$ cat config.mk
export PLATFORM = sky130hd
export DESIGN_NAME = queue_delay_congestion_window_top
export DESIGN_NICKNAME = d
export VERILOG_FILES = /design/src/rtl/qdcw_pkg.sv /design/src/rtl/queue_delay_congestion_window_top.sv /design/src/rtl/qdcw_mul.sv /design/src/rtl/qdcw_div.sv
export SDC_FILE = /design/constraint.sdc
export NUM_CORES = 2
export LEC_CHECK = 0
export ABC_AREA = 1
export BUFFER_PORTS_ARGS = -buffer_cell sky130_fd_sc_hd__buf_4
export CAP_MARGIN = 20
export CORE_UTILIZATION = 30
export CTS_CLUSTER_SIZE = 16
export DETAILED_ROUTE_END_ITERATION = 16
export SETUP_SLACK_MARGIN = 0.2
export SLEW_MARGIN = 20
export SYNTH_ARGS = -nofsm -noshare
export SYNTH_HDL_FRONTEND = slang
export SYNTH_SLANG_ARGS = --single-unit
$ cat constraint.sdc
create_clock -name clk -period 5.8 [get_ports clk]
set_input_delay 0.58 -clock clk [delete_from_list [all_inputs] [get_ports clk]]
set_output_delay 0.58 -clock clk [all_outputs]
set_load 0.01 [all_outputs]
$ cat src/rtl/qdcw_pkg.sv
// Shared types, constants and helpers of the queue-delay congestion window block.
package qdcw_pkg;

	// Field widths of the stream payloads
	localparam int RATE_W     = 32;
	localparam int MS_W       = 16;
	localparam int SIZE_W     = 16;
	localparam int FRAC_W     = 9;
	localparam int CNT_W      = 8;
	localparam int CFG_WIN_W  = 20;
	localparam int OUT_WIN_W  = 20;
	localparam int IN_DATA_W  = 112;
	localparam int OUT_DATA_W = 24;
	localparam int OUT_USER_W = 2;
	localparam int CFG_DATA_W = 20;
	localparam int CFG_IDX_W  = 3;

	// Shared multiplier operand and product widths
	localparam int MUL_A_W = 32;
	localparam int MUL_B_W = 16;
	localparam int MUL_P_W = MUL_A_W + MUL_B_W;

	// Divider widths: rate*rtt + den - 1, and size*1000
	localparam int DIVIDEND_W = 49;
	localparam int DIVISOR_W  = 26;

	// Milliseconds per second, scales the packet size in the window divide
	localparam logic [MUL_B_W-1:0] MS_PER_SEC = 16'd1000;

	// Register reset values
	localparam logic                 ENABLE_RST     = 1'b1;
	localparam logic [FRAC_W-1:0]    TARGET_FRAC_RST = 9'd204;
	localparam logic [MS_W-1:0]      MAX_QDELAY_RST = 16'd20;
	localparam logic [CNT_W-1:0]     ROUNDS_RST     = 8'd3;
	localparam logic [FRAC_W-1:0]    DEC_FACTOR_RST = 9'd205;
	localparam logic [FRAC_W-1:0]    INC_FACTOR_RST = 9'd281;
	localparam logic [CFG_WIN_W-1:0] MIN_WINDOW_RST = 20'd5;
	localparam logic [CFG_WIN_W-1:0] MAX_WINDOW_RST = 20'd100000;

	// Register indexes of the configuration port
	typedef enum logic [CFG_IDX_W-1:0] {
		CFG_ENABLE       = 3'd0,
		CFG_TARGET_FRAC  = 3'd1,
		CFG_MAX_QDELAY   = 3'd2,
		CFG_ROUNDS       = 3'd3,
		CFG_DEC_FACTOR   = 3'd4,
		CFG_INC_FACTOR   = 3'd5,
		CFG_MIN_WINDOW   = 3'd6,
		CFG_MAX_WINDOW   = 3'd7
	} cfg_reg_t;

	// Divide request from the sequencer
	typedef struct packed {
		logic                  start;
		logic [DIVIDEND_W-1:0] dividend;
		logic [DIVISOR_W-1:0]  divisor;
	} div_req_t;

	// Round counter increment, saturating at all ones
	function automatic logic [CNT_W-1:0] inc8(input logic [CNT_W-1:0] v);
		return (v == {CNT_W{1'b1}}) ? v : v + CNT_W'(1);
	endfunction

endpackage

$ cat src/rtl/queue_delay_congestion_window_top.sv
// Queue-delay congestion window controller: registers, sequencer and stream ports.
//
// One input transaction on s_* carries a round of measurements (received rate,
// producer rate, minimum RTT, average packet size, queuing delay). The block
// classifies the round as normal or congested, updates its window state and
// returns one result transaction on m_*: the window in m_tdata and the
// congested and updated flags in m_tuser.
// Configuration registers are written through cfg_we/cfg_index/cfg_data; the
// user must write them only while no round is in flight, which the block
// does not enforce. A write takes effect at the next clock edge. A skipped
// round (enable low or zero RTT) skips classification; a classified round
// may also scale the window; a round entering congestion forms its initial
// window in the bit-serial divider, which finishes at once when that window
// saturates. All products go through one shared multiplier. s_tready is
// high only while the sequencer is idle, so one round is in flight at a time.
// A finished result sits in the output register until m_tready; the next
// round may be accepted meanwhile and waits at its end for that register.
// Reset (arst_n low) loads the register defaults, clears the round state and
// sets the window to max_window saturated to WINDOW_BITS.
module queue_delay_congestion_window_top
	import qdcw_pkg::*;
#(
	parameter int WINDOW_BITS = 20
)
(
	input  logic                  clk,
	input  logic                  arst_n,
	// s_tdata, from bit 0: rx_rate[31:0], producer_rate[31:0],
	// min_rtt_ms[15:0], avg_packet_size[15:0], queuing_delay_ms[15:0]
	input  logic                  s_tvalid,
	output logic                  s_tready,
	input  logic [IN_DATA_W-1:0]  s_tdata,
	// m_tdata, from bit 0: window[19:0], 4 zero bits
	output logic                  m_tvalid,
	input  logic                  m_tready,
	output logic [OUT_DATA_W-1:0] m_tdata,
	// m_tuser, from bit 0: congested, updated
	output logic [OUT_USER_W-1:0] m_tuser,
	input  logic                  cfg_we,
	input  logic [CFG_IDX_W-1:0]  cfg_index,
	input  logic [CFG_DATA_W-1:0] cfg_data
);

	localparam int SAT_W = 34;
	localparam logic [SAT_W-1:0] WIN_LIMIT = (SAT_W'(1) << WINDOW_BITS) - SAT_W'(1);

	function automatic logic [WINDOW_BITS-1:0] sat_win(input logic [SAT_W-1:0] v);
		return (v > WIN_LIMIT) ? WIN_LIMIT[WINDOW_BITS-1:0] : v[WINDOW_BITS-1:0];
	endfunction

	typedef enum logic [3:0] {
		ST_IDLE,
		ST_START,
		ST_CLASSIFY,
		ST_NUM,
		ST_DEN,
		ST_DIV_SETUP,
		ST_DIV_GO,
		ST_DIV_WAIT,
		ST_CHK_DEC,
		ST_SCALE,
		ST_APPLY,
		ST_FINISH
	} state_t;

	// Configuration registers
	logic                 enable_q;
	logic [FRAC_W-1:0]    target_frac_q;
	logic [MS_W-1:0]      max_qdelay_q;
	logic [CNT_W-1:0]     rounds_q;
	logic [FRAC_W-1:0]    dec_factor_q;
	logic [FRAC_W-1:0]    inc_factor_q;
	logic [CFG_WIN_W-1:0] min_window_q;
	logic [CFG_WIN_W-1:0] max_window_q;

	// Round state
	state_t                 state_q;
	logic                   congested_q;
	logic [MS_W-1:0]        prev_qdelay_q;
	logic [CNT_W-1:0]       since_drop_q;
	logic [CNT_W-1:0]       no_cong_q;
	logic [WINDOW_BITS-1:0] window_q;
	logic                   dec_mode_q;
	logic                   updated_q;

	// Captured measurements and intermediates
	logic [RATE_W-1:0]     rx_q;
	logic [RATE_W-1:0]     prod_q;
	logic [MS_W-1:0]       rtt_q;
	logic [SIZE_W-1:0]     size_q;
	logic [MS_W-1:0]       qdelay_q;
	logic [MUL_P_W-1:0]    num_q;
	logic [DIVIDEND_W-1:0] dividend_q;
	logic [DIVISOR_W-1:0]  den_q;

	// Output register
	logic                  m_tvalid_q;
	logic [OUT_DATA_W-1:0] m_tdata_q;
	logic [OUT_USER_W-1:0] m_tuser_q;

	// Shared units
	logic [MUL_A_W-1:0]     mul_a;
	logic [MUL_B_W-1:0]     mul_b;
	logic [MUL_P_W-1:0]     product;
	div_req_t               div_req;
	logic                   div_done;
	logic [WINDOW_BITS-1:0] div_quotient;

	// Decision logic
	logic                   target_met;
	logic                   now_congested;
	logic [CNT_W-1:0]       no_cong_next;
	logic [SIZE_W-1:0]      size_eff;
	logic [WINDOW_BITS-1:0] scaled_w;
	logic [WINDOW_BITS-1:0] floor_w;
	logic [WINDOW_BITS-1:0] cap_w;
	logic [SAT_W-1:0]       win_ext;
	logic                   out_free;

	qdcw_mul u_mul (
		.clk     (clk),
		.a       (mul_a),
		.b       (mul_b),
		.product (product)
	);

	qdcw_div #(
		.QW (WINDOW_BITS)
	) u_div (
		.clk      (clk),
		.arst_n   (arst_n),
		.req      (div_req),
		.done     (div_done),
		.quotient (div_quotient)
	);

	// Configuration writes
	always_ff @(posedge clk or negedge arst_n) begin
		if (!arst_n) begin
			enable_q      <= ENABLE_RST;
			target_frac_q <= TARGET_FRAC_RST;
			max_qdelay_q  <= MAX_QDELAY_RST;
			rounds_q      <= ROUNDS_RST;
			dec_factor_q  <= DEC_FACTOR_RST;
			inc_factor_q  <= INC_FACTOR_RST;
			min_window_q  <= MIN_WINDOW_RST;
			max_window_q  <= MAX_WINDOW_RST;
		end else if (cfg_we) begin
			case (cfg_index)
				CFG_ENABLE:      enable_q      <= cfg_data[0];
				CFG_TARGET_FRAC: target_frac_q <= cfg_data[FRAC_W-1:0];
				CFG_MAX_QDELAY:  max_qdelay_q  <= cfg_data[MS_W-1:0];
				CFG_ROUNDS:      rounds_q      <= cfg_data[CNT_W-1:0];
				CFG_DEC_FACTOR:  dec_factor_q  <= cfg_data[FRAC_W-1:0];
				CFG_INC_FACTOR:  inc_factor_q  <= cfg_data[FRAC_W-1:0];
				CFG_MIN_WINDOW:  min_window_q  <= cfg_data[CFG_WIN_W-1:0];
				CFG_MAX_WINDOW:  max_window_q  <= cfg_data[CFG_WIN_W-1:0];
				default: ;
			endcase
		end
	end

	// Select multiplier operands by sequencer step
	assign size_eff = (size_q == '0) ? SIZE_W'(1) : size_q;

	always_comb begin
		case (state_q)
			ST_START: begin
				mul_a = prod_q;
				mul_b = MUL_B_W'(target_frac_q);
			end
			ST_NUM: begin
				mul_a = rx_q;
				mul_b = rtt_q;
			end
			ST_DEN: begin
				mul_a = MUL_A_W'(size_eff);
				mul_b = MS_PER_SEC;
			end
			ST_SCALE: begin
				mul_a = MUL_A_W'(window_q);
				mul_b = MUL_B_W'(dec_mode_q ? dec_factor_q : inc_factor_q);
			end
			default: begin
				mul_a = '0;
				mul_b = '0;
			end
		endcase
	end

	// Classify: target test while not congested, then delay limit or stuck delay
	assign target_met    = {1'b0, rx_q, 8'b0} >= product[RATE_W+FRAC_W-1:0];
	assign now_congested = (!congested_q && target_met) ? 1'b0 :
		((qdelay_q > max_qdelay_q) || (prev_qdelay_q == qdelay_q));
	assign no_cong_next  = congested_q ? CNT_W'(1) : inc8(no_cong_q);

	// Scale the window by a Q1.8 decrease or Q1.8 increase factor, then floor or cap
	assign scaled_w = sat_win(SAT_W'(product[RATE_W+FRAC_W-1:8]));
	assign floor_w  = sat_win(SAT_W'(min_window_q));
	assign cap_w    = sat_win(SAT_W'(max_window_q));

	// Start the divide with the registered dividend and divisor
	always_comb begin
		div_req.start    = (state_q == ST_DIV_GO);
		div_req.dividend = dividend_q;
		div_req.divisor  = den_q;
	end

	assign win_ext  = SAT_W'(window_q);
	assign out_free = !m_tvalid_q || m_tready;

	// Sequencer, round state and output register
	always_ff @(posedge clk or negedge arst_n) begin
		if (!arst_n) begin
			state_q       <= ST_IDLE;
			congested_q   <= 1'b0;
			prev_qdelay_q <= '0;
			since_drop_q  <= '0;
			no_cong_q     <= '0;
			window_q      <= sat_win(SAT_W'(MAX_WINDOW_RST));
			dec_mode_q    <= 1'b0;
			updated_q     <= 1'b0;
			rx_q          <= '0;
			prod_q        <= '0;
			rtt_q         <= '0;
			size_q        <= '0;
			qdelay_q      <= '0;
			num_q         <= '0;
			dividend_q    <= '0;
			den_q         <= '0;
			m_tvalid_q    <= 1'b0;
			m_tdata_q     <= '0;
			m_tuser_q     <= '0;
		end else begin
			// Drop the result once the receiver takes it and no new one loads
			if (m_tvalid_q && m_tready && !(state_q == ST_FINISH && out_free))
				m_tvalid_q <= 1'b0;

			case (state_q)
				ST_IDLE: begin
					if (s_tvalid) begin
						rx_q     <= s_tdata[31:0];
						prod_q   <= s_tdata[63:32];
						rtt_q    <= s_tdata[79:64];
						size_q   <= s_tdata[95:80];
						qdelay_q <= s_tdata[111:96];
						state_q  <= ST_START;
					end
				end
				ST_START: begin
					if (!enable_q || rtt_q == '0) begin
						updated_q <= 1'b0;
						state_q   <= ST_FINISH;
					end else begin
						updated_q <= 1'b1;
						state_q   <= ST_CLASSIFY;
					end
				end
				ST_CLASSIFY: begin
					congested_q   <= now_congested;
					prev_qdelay_q <= qdelay_q;
					if (now_congested && !congested_q) begin
						state_q <= ST_NUM;
					end else if (now_congested) begin
						state_q <= ST_CHK_DEC;
					end else begin
						no_cong_q <= no_cong_next;
						if (no_cong_next >= rounds_q) begin
							dec_mode_q <= 1'b0;
							state_q    <= ST_SCALE;
						end else begin
							state_q <= ST_FINISH;
						end
					end
				end
				ST_NUM: begin
					state_q <= ST_DEN;
				end
				ST_DEN: begin
					num_q   <= product;
					state_q <= ST_DIV_SETUP;
				end
				ST_DIV_SETUP: begin
					// Round up: (num + den - 1) / den
					den_q      <= product[DIVISOR_W-1:0];
					dividend_q <= DIVIDEND_W'(num_q) + DIVIDEND_W'(product[DIVISOR_W-1:0])
						- DIVIDEND_W'(1);
					state_q    <= ST_DIV_GO;
				end
				ST_DIV_GO: begin
					state_q <= ST_DIV_WAIT;
				end
				ST_DIV_WAIT: begin
					if (div_done) begin
						window_q     <= div_quotient;
						since_drop_q <= inc8(rounds_q);
						state_q      <= ST_CHK_DEC;
					end
				end
				ST_CHK_DEC: begin
					if (since_drop_q >= rounds_q) begin
						dec_mode_q <= 1'b1;
						state_q    <= ST_SCALE;
					end else begin
						since_drop_q <= inc8(since_drop_q);
						state_q      <= ST_FINISH;
					end
				end
				ST_SCALE: begin
					state_q <= ST_APPLY;
				end
				ST_APPLY: begin
					if (dec_mode_q) begin
						window_q     <= (scaled_w < floor_w) ? floor_w : scaled_w;
						since_drop_q <= '0;
					end else begin
						window_q <= (scaled_w > cap_w) ? cap_w : scaled_w;
					end
					state_q <= ST_FINISH;
				end
				ST_FINISH: begin
					// Hold until the output register is free
					if (out_free) begin
						m_tvalid_q <= 1'b1;
						m_tdata_q  <= {{(OUT_DATA_W-OUT_WIN_W){1'b0}}, win_ext[OUT_WIN_W-1:0]};
						m_tuser_q  <= {updated_q, congested_q};
						state_q    <= ST_IDLE;
					end
				end
				default: begin
					state_q <= ST_IDLE;
				end
			endcase
		end
	end

	assign s_tready = (state_q == ST_IDLE);
	assign m_tvalid = m_tvalid_q;
	assign m_tdata  = m_tdata_q;
	assign m_tuser  = m_tuser_q;

endmodule

$ cat src/rtl/qdcw_mul.sv
// Shared multiplier with a registered product.
module qdcw_mul
	import qdcw_pkg::*;
(
	input  logic               clk,
	input  logic [MUL_A_W-1:0] a,
	input  logic [MUL_B_W-1:0] b,
	output logic [MUL_P_W-1:0] product
);

	logic [MUL_P_W-1:0] product_q;

	// Register the product every cycle; the sequencer reads it in the next state
	always_ff @(posedge clk) begin
		product_q <= MUL_P_W'(a) * MUL_P_W'(b);
	end

	assign product = product_q;

endmodule

$ cat src/rtl/qdcw_div.sv
// Iterative restoring divider, one quotient bit per cycle, quotient saturated.
module qdcw_div
	import qdcw_pkg::*;
#(
	parameter int QW = 20
)
(
	input  logic          clk,
	input  logic          arst_n,
	input  div_req_t      req,
	output logic          done,
	output logic [QW-1:0] quotient
);

	localparam int CW = $clog2(QW);
	localparam logic [CW-1:0] LAST_STEP = CW'(QW - 1);

	logic                  busy_q;
	logic                  done_q;
	logic [CW-1:0]         step_q;
	logic [DIVISOR_W-1:0]  rem_q;
	logic [DIVISOR_W-1:0]  den_q;
	logic [QW-1:0]         low_q;

	logic [DIVIDEND_W-1:0] high_part;
	logic                  overflow;
	logic [DIVISOR_W:0]    rem_shift;
	logic [DIVISOR_W:0]    rem_diff;
	logic                  fits;

	// Quotient would not fit in QW bits when the high part reaches the divisor
	assign high_part = req.dividend >> QW;
	assign overflow  = high_part >= DIVIDEND_W'(req.divisor);

	// One restoring step: shift in the next dividend bit, subtract when it fits
	assign rem_shift = {rem_q, low_q[QW-1]};
	assign rem_diff  = rem_shift - {1'b0, den_q};
	assign fits      = rem_shift >= {1'b0, den_q};

	// Control: start, count steps, pulse done
	always_ff @(posedge clk or negedge arst_n) begin
		if (!arst_n) begin
			busy_q <= 1'b0;
			done_q <= 1'b0;
			step_q <= '0;
		end else begin
			done_q <= 1'b0;
			if (req.start) begin
				step_q <= '0;
				busy_q <= !overflow;
				done_q <= overflow;
			end else if (busy_q) begin
				step_q <= step_q + CW'(1);
				if (step_q == LAST_STEP) begin
					busy_q <= 1'b0;
					done_q <= 1'b1;
				end
			end
		end
	end

	// Datapath: remainder, divisor and the dividend/quotient shift register
	always_ff @(posedge clk) begin
		if (req.start) begin
			den_q <= req.divisor;
			rem_q <= high_part[DIVISOR_W-1:0];
			low_q <= overflow ? {QW{1'b1}} : req.dividend[QW-1:0];
		end else if (busy_q) begin
			rem_q <= fits ? rem_diff[DIVISOR_W-1:0] : rem_shift[DIVISOR_W-1:0];
			low_q <= {low_q[QW-2:0], fits};
		end
	end

	assign done     = done_q;
	assign quotient = low_q;

endmodule

==> out/qor.yml <==
slew_headroom: 0.253
clkSinkCount: 536
io_pins: 168
violations: "setup timing"
fin_crit_ns: 6.68
die_x_um: 402
layout.cells.non_filler: 8929
finalClockSkew_ns: 0.0531
r2r-start: "state_q[2]$_DFFE_PN0P_"
row_count: 146
initial_core_util: 0.303
grt_pass1_vias: 43800
cts.htree.levels: 2
worst_path_most_repeated_cell: "fa_1"
synth_common_cells: "1357 x nand2_1, 1145 x inv_1, 647 x nor2_1"
place.gp.congestion: 0.937
drtAntennaViolNets: 0
routed_wl_um: 172000
die_area_um2: 162000
antenna_found_initial: 3
drive_above_1_share: 0.206
drc: 0
whs_path_depth: 3
vias: 43500
synth_cell_types: 75
path_class: "reg -> reg"
syn_area_um2: 48100
track_usage: 0.211
synth.avg_cell_area_um2: 7.82
grt_max_degree: 148
routedWlPerCell_um: 19.2
synth_largest_area_cell: "dfrtp_1"
r2r_end: "u_mul.product[37]$_DFF_P_"
worst-path-buf-inv: 12
tritoncts: "done"
arrival_ns: 7.23
worstPathMaxFanout: 11
ys.flop_type: "dfrtp_1"
root_buffer: "clkbuf_16"
clockBufferDepth: 3
synthArstFlopShare: 0.776
setup_viol: 39
leakagePower_nw: 29.3
status: "finished, violations left"
yosysMostFrequentCell: "nand2_1"
synthToLayoutAreaGrowth_pct: 25.7
worst_r2r_path_depth: 29
r2r_slack_ns: -0.88
nNetsFinal: 7715
drtPass1Iterations: 6
die_height_um: 402
final_max_slew_viol_count: 0
vdd_drop_max_uv: 621
timing.final.ws_setup_ns: -0.883
hold_slack_ns: 0.0983
cp.required_ns: 6.35
seq_area_frac_synth: 0.282
hp-start: "cfg_data[17]"
clock_latency_ns: 0.70
worstMarginPinSlew_ns: 1.11
clk_pin_slew_worst_paths_ns: 0.06
hpwl_um: 138000
hold_end: "cap_w[17]$_DFFE_PN0P_"
start_kind: "flop"
drtIter0Drc: 3808
grt_overflow: 0
fin_crit_sh: 1.15
cpPeakStageDelay_ns: 0.57
hold_violations: 0
synthCells: 6154
drv_cap: 0
crit_family: "adder cells"
crit_path_end_kind: "flop"
synth_top_area_share: 0.200
ys_ff_latch: 536
max_freq_ghz: 0.150
rsz0062_at_grt: "yes"
hold_class: "in -> reg"
placed_cells: 8732
power_density_nw_per_um2: 667
cts_buffers: 61
synth_edf_count: 72
grt_pass1_wl_um: 263000
detail_route.vias_per_cell: 4.87
ys_warn_count: 0
cp_slowest_cell: "fa_1"
numPortBuffers: 163
synthTopCellsByArea: "dfrtp_1 20%, fa_1 17%, nand2_1 11%"
fp.coreArea_um2: 159000
-- layout make-up --
cell class              instances  area [um^2]
inverters                    1194         4580
clock buffers                  78         1710
fillers                     16300        98300
multi-input cells            4236        30900
repair inverters                4         32.5
diodes                          1         2.50
repair buffers                770         6540
clock inverters                38          502
well taps                    2072         2590
flip-flops and latches        536        13600
-- cells in the final DEF (no fill, tap or decap), types with 44 or more instances in the layout --
cell / Yosys / final
a21oi_1: 351 / 318
buf_4: 21 / 690
clkbuf_16: 0 / 63
dfrtp_1: 384 / 383
dfxtp_1: 48 / 48
edfxtp_1: 72 / 72
fa_1: 420 / 399
ha_1: 352 / 320
inv_1: 1145 / 1103
inv_2: 43 / 67
nand2_1: 1357 / 1299
nand2_2: 2 / 44
nand3_1: 198 / 189
nand4_1: 71 / 71
nor2_1: 647 / 579
nor2_2: 21 / 60
o21ai_0: 363 / 342
xnor2_1: 52 / 49
-- through the flow --
step           area (um^2)  setup TNS (ns)  total power (W)  worst slack [ns]  utilization
2_1_floorplan        49000           -4.71           0.0228            -0.301            -
3_5_place_dp         56200          -28.46           0.0334             -1.22        0.354
6_report             60400          -23.58           0.0403            -0.883        0.381
5_1_grt              60400          -31.71           0.0435             -1.03        0.381
4_1_cts              59700          -22.08           0.0392            -0.831        0.376
3_3_place_gp         56200          -29.02           0.0331             -1.21        0.354
-- where the power goes --
part	switching, W	internal (W)
registers	0.00121	0.00543
clock network	0.00184	0.00247
logic	0.0176	0.0118
total	0.0206	0.0197
-- sequential cells by signal (all words and copies together), names as in the netlist, 20 cells and up --
name and cells:
num_q 48, u_div.quotient 20, u_div.den_q 26, u_div.rem_q 26, m_tdata 20, cap_w 20
prod_q 32, rx_q 32, dividend_q 49, floor_w 20, u_mul.product 48, window_q 20
den_q 26
-- how the worst max path moves through the flow --
stage	from	end	slack, ns	cells after the start
after detailed placement	state_q[2]$_DFFE_PN0P_	u_mul.product[43]$_DFF_P_	-1.22	26
after CTS	state_q[3]$_DFFE_PN0P_	u_mul.product[43]$_DFF_P_	-0.83	28
final	state_q[2]$_DFFE_PN0P_	u_mul.product[37]$_DFF_P_	-0.88	29
after global routing	state_q[0]$_DFFE_PN0P_	u_mul.product[32]$_DFF_P_	-1.03	32
after floorplan	state_q[2]$_DFFE_PN0P_	u_mul.product[32]$_DFF_P_	-0.30	31
after global placement	state_q[2]$_DFFE_PN0P_	u_mul.product[43]$_DFF_P_	-1.21	28
-- timing repair --
action                                  in CTS  in global routing
endpoints found under the setup margin      40                 41
gates cloned                                 9                  1
resized for setup                          196                146
pin swaps                                   48                 66
hold endpoints to repair                    51                  0
hold buffers                                 1                  0
setup buffers                               41                 28
-- kinds of logic (layout without fill, tap and decap cells) --
| group | Yosys count | after routing | synth area share |
|---|---|---|---|
| AND/OR/NAND/NOR | 2413 | 2414 | 0.206 |
| AO/OA/AOI/OAI | 921 | 921 | 0.108 |
| buffers and inverters | 1386 | 2084 | 0.114 |
| adder cells (fa/ha/maj) | 772 | 772 | 0.266 |
| flip-flops | 536 | 536 | 0.282 |
| XOR/XNOR | 100 | 100 | 0.0182 |
| other | 1 | 5 | 0.0000780 |
| multiplexers | 25 | 25 | 0.00585 |
-- metal layers --
layer	wire, um	track usage
met1	78600	0.305
met2	76600	0.335
met3	12600	0.0273
met4	3610	0.0435
met5	23	0
-- tightest hold or removal path, stage by stage --
cell and delay, ns:
buf_4 0.09, nand2_1 0.04, o21ai_0 0.05
No activity file was read; power rests on OpenSTA's default activity.
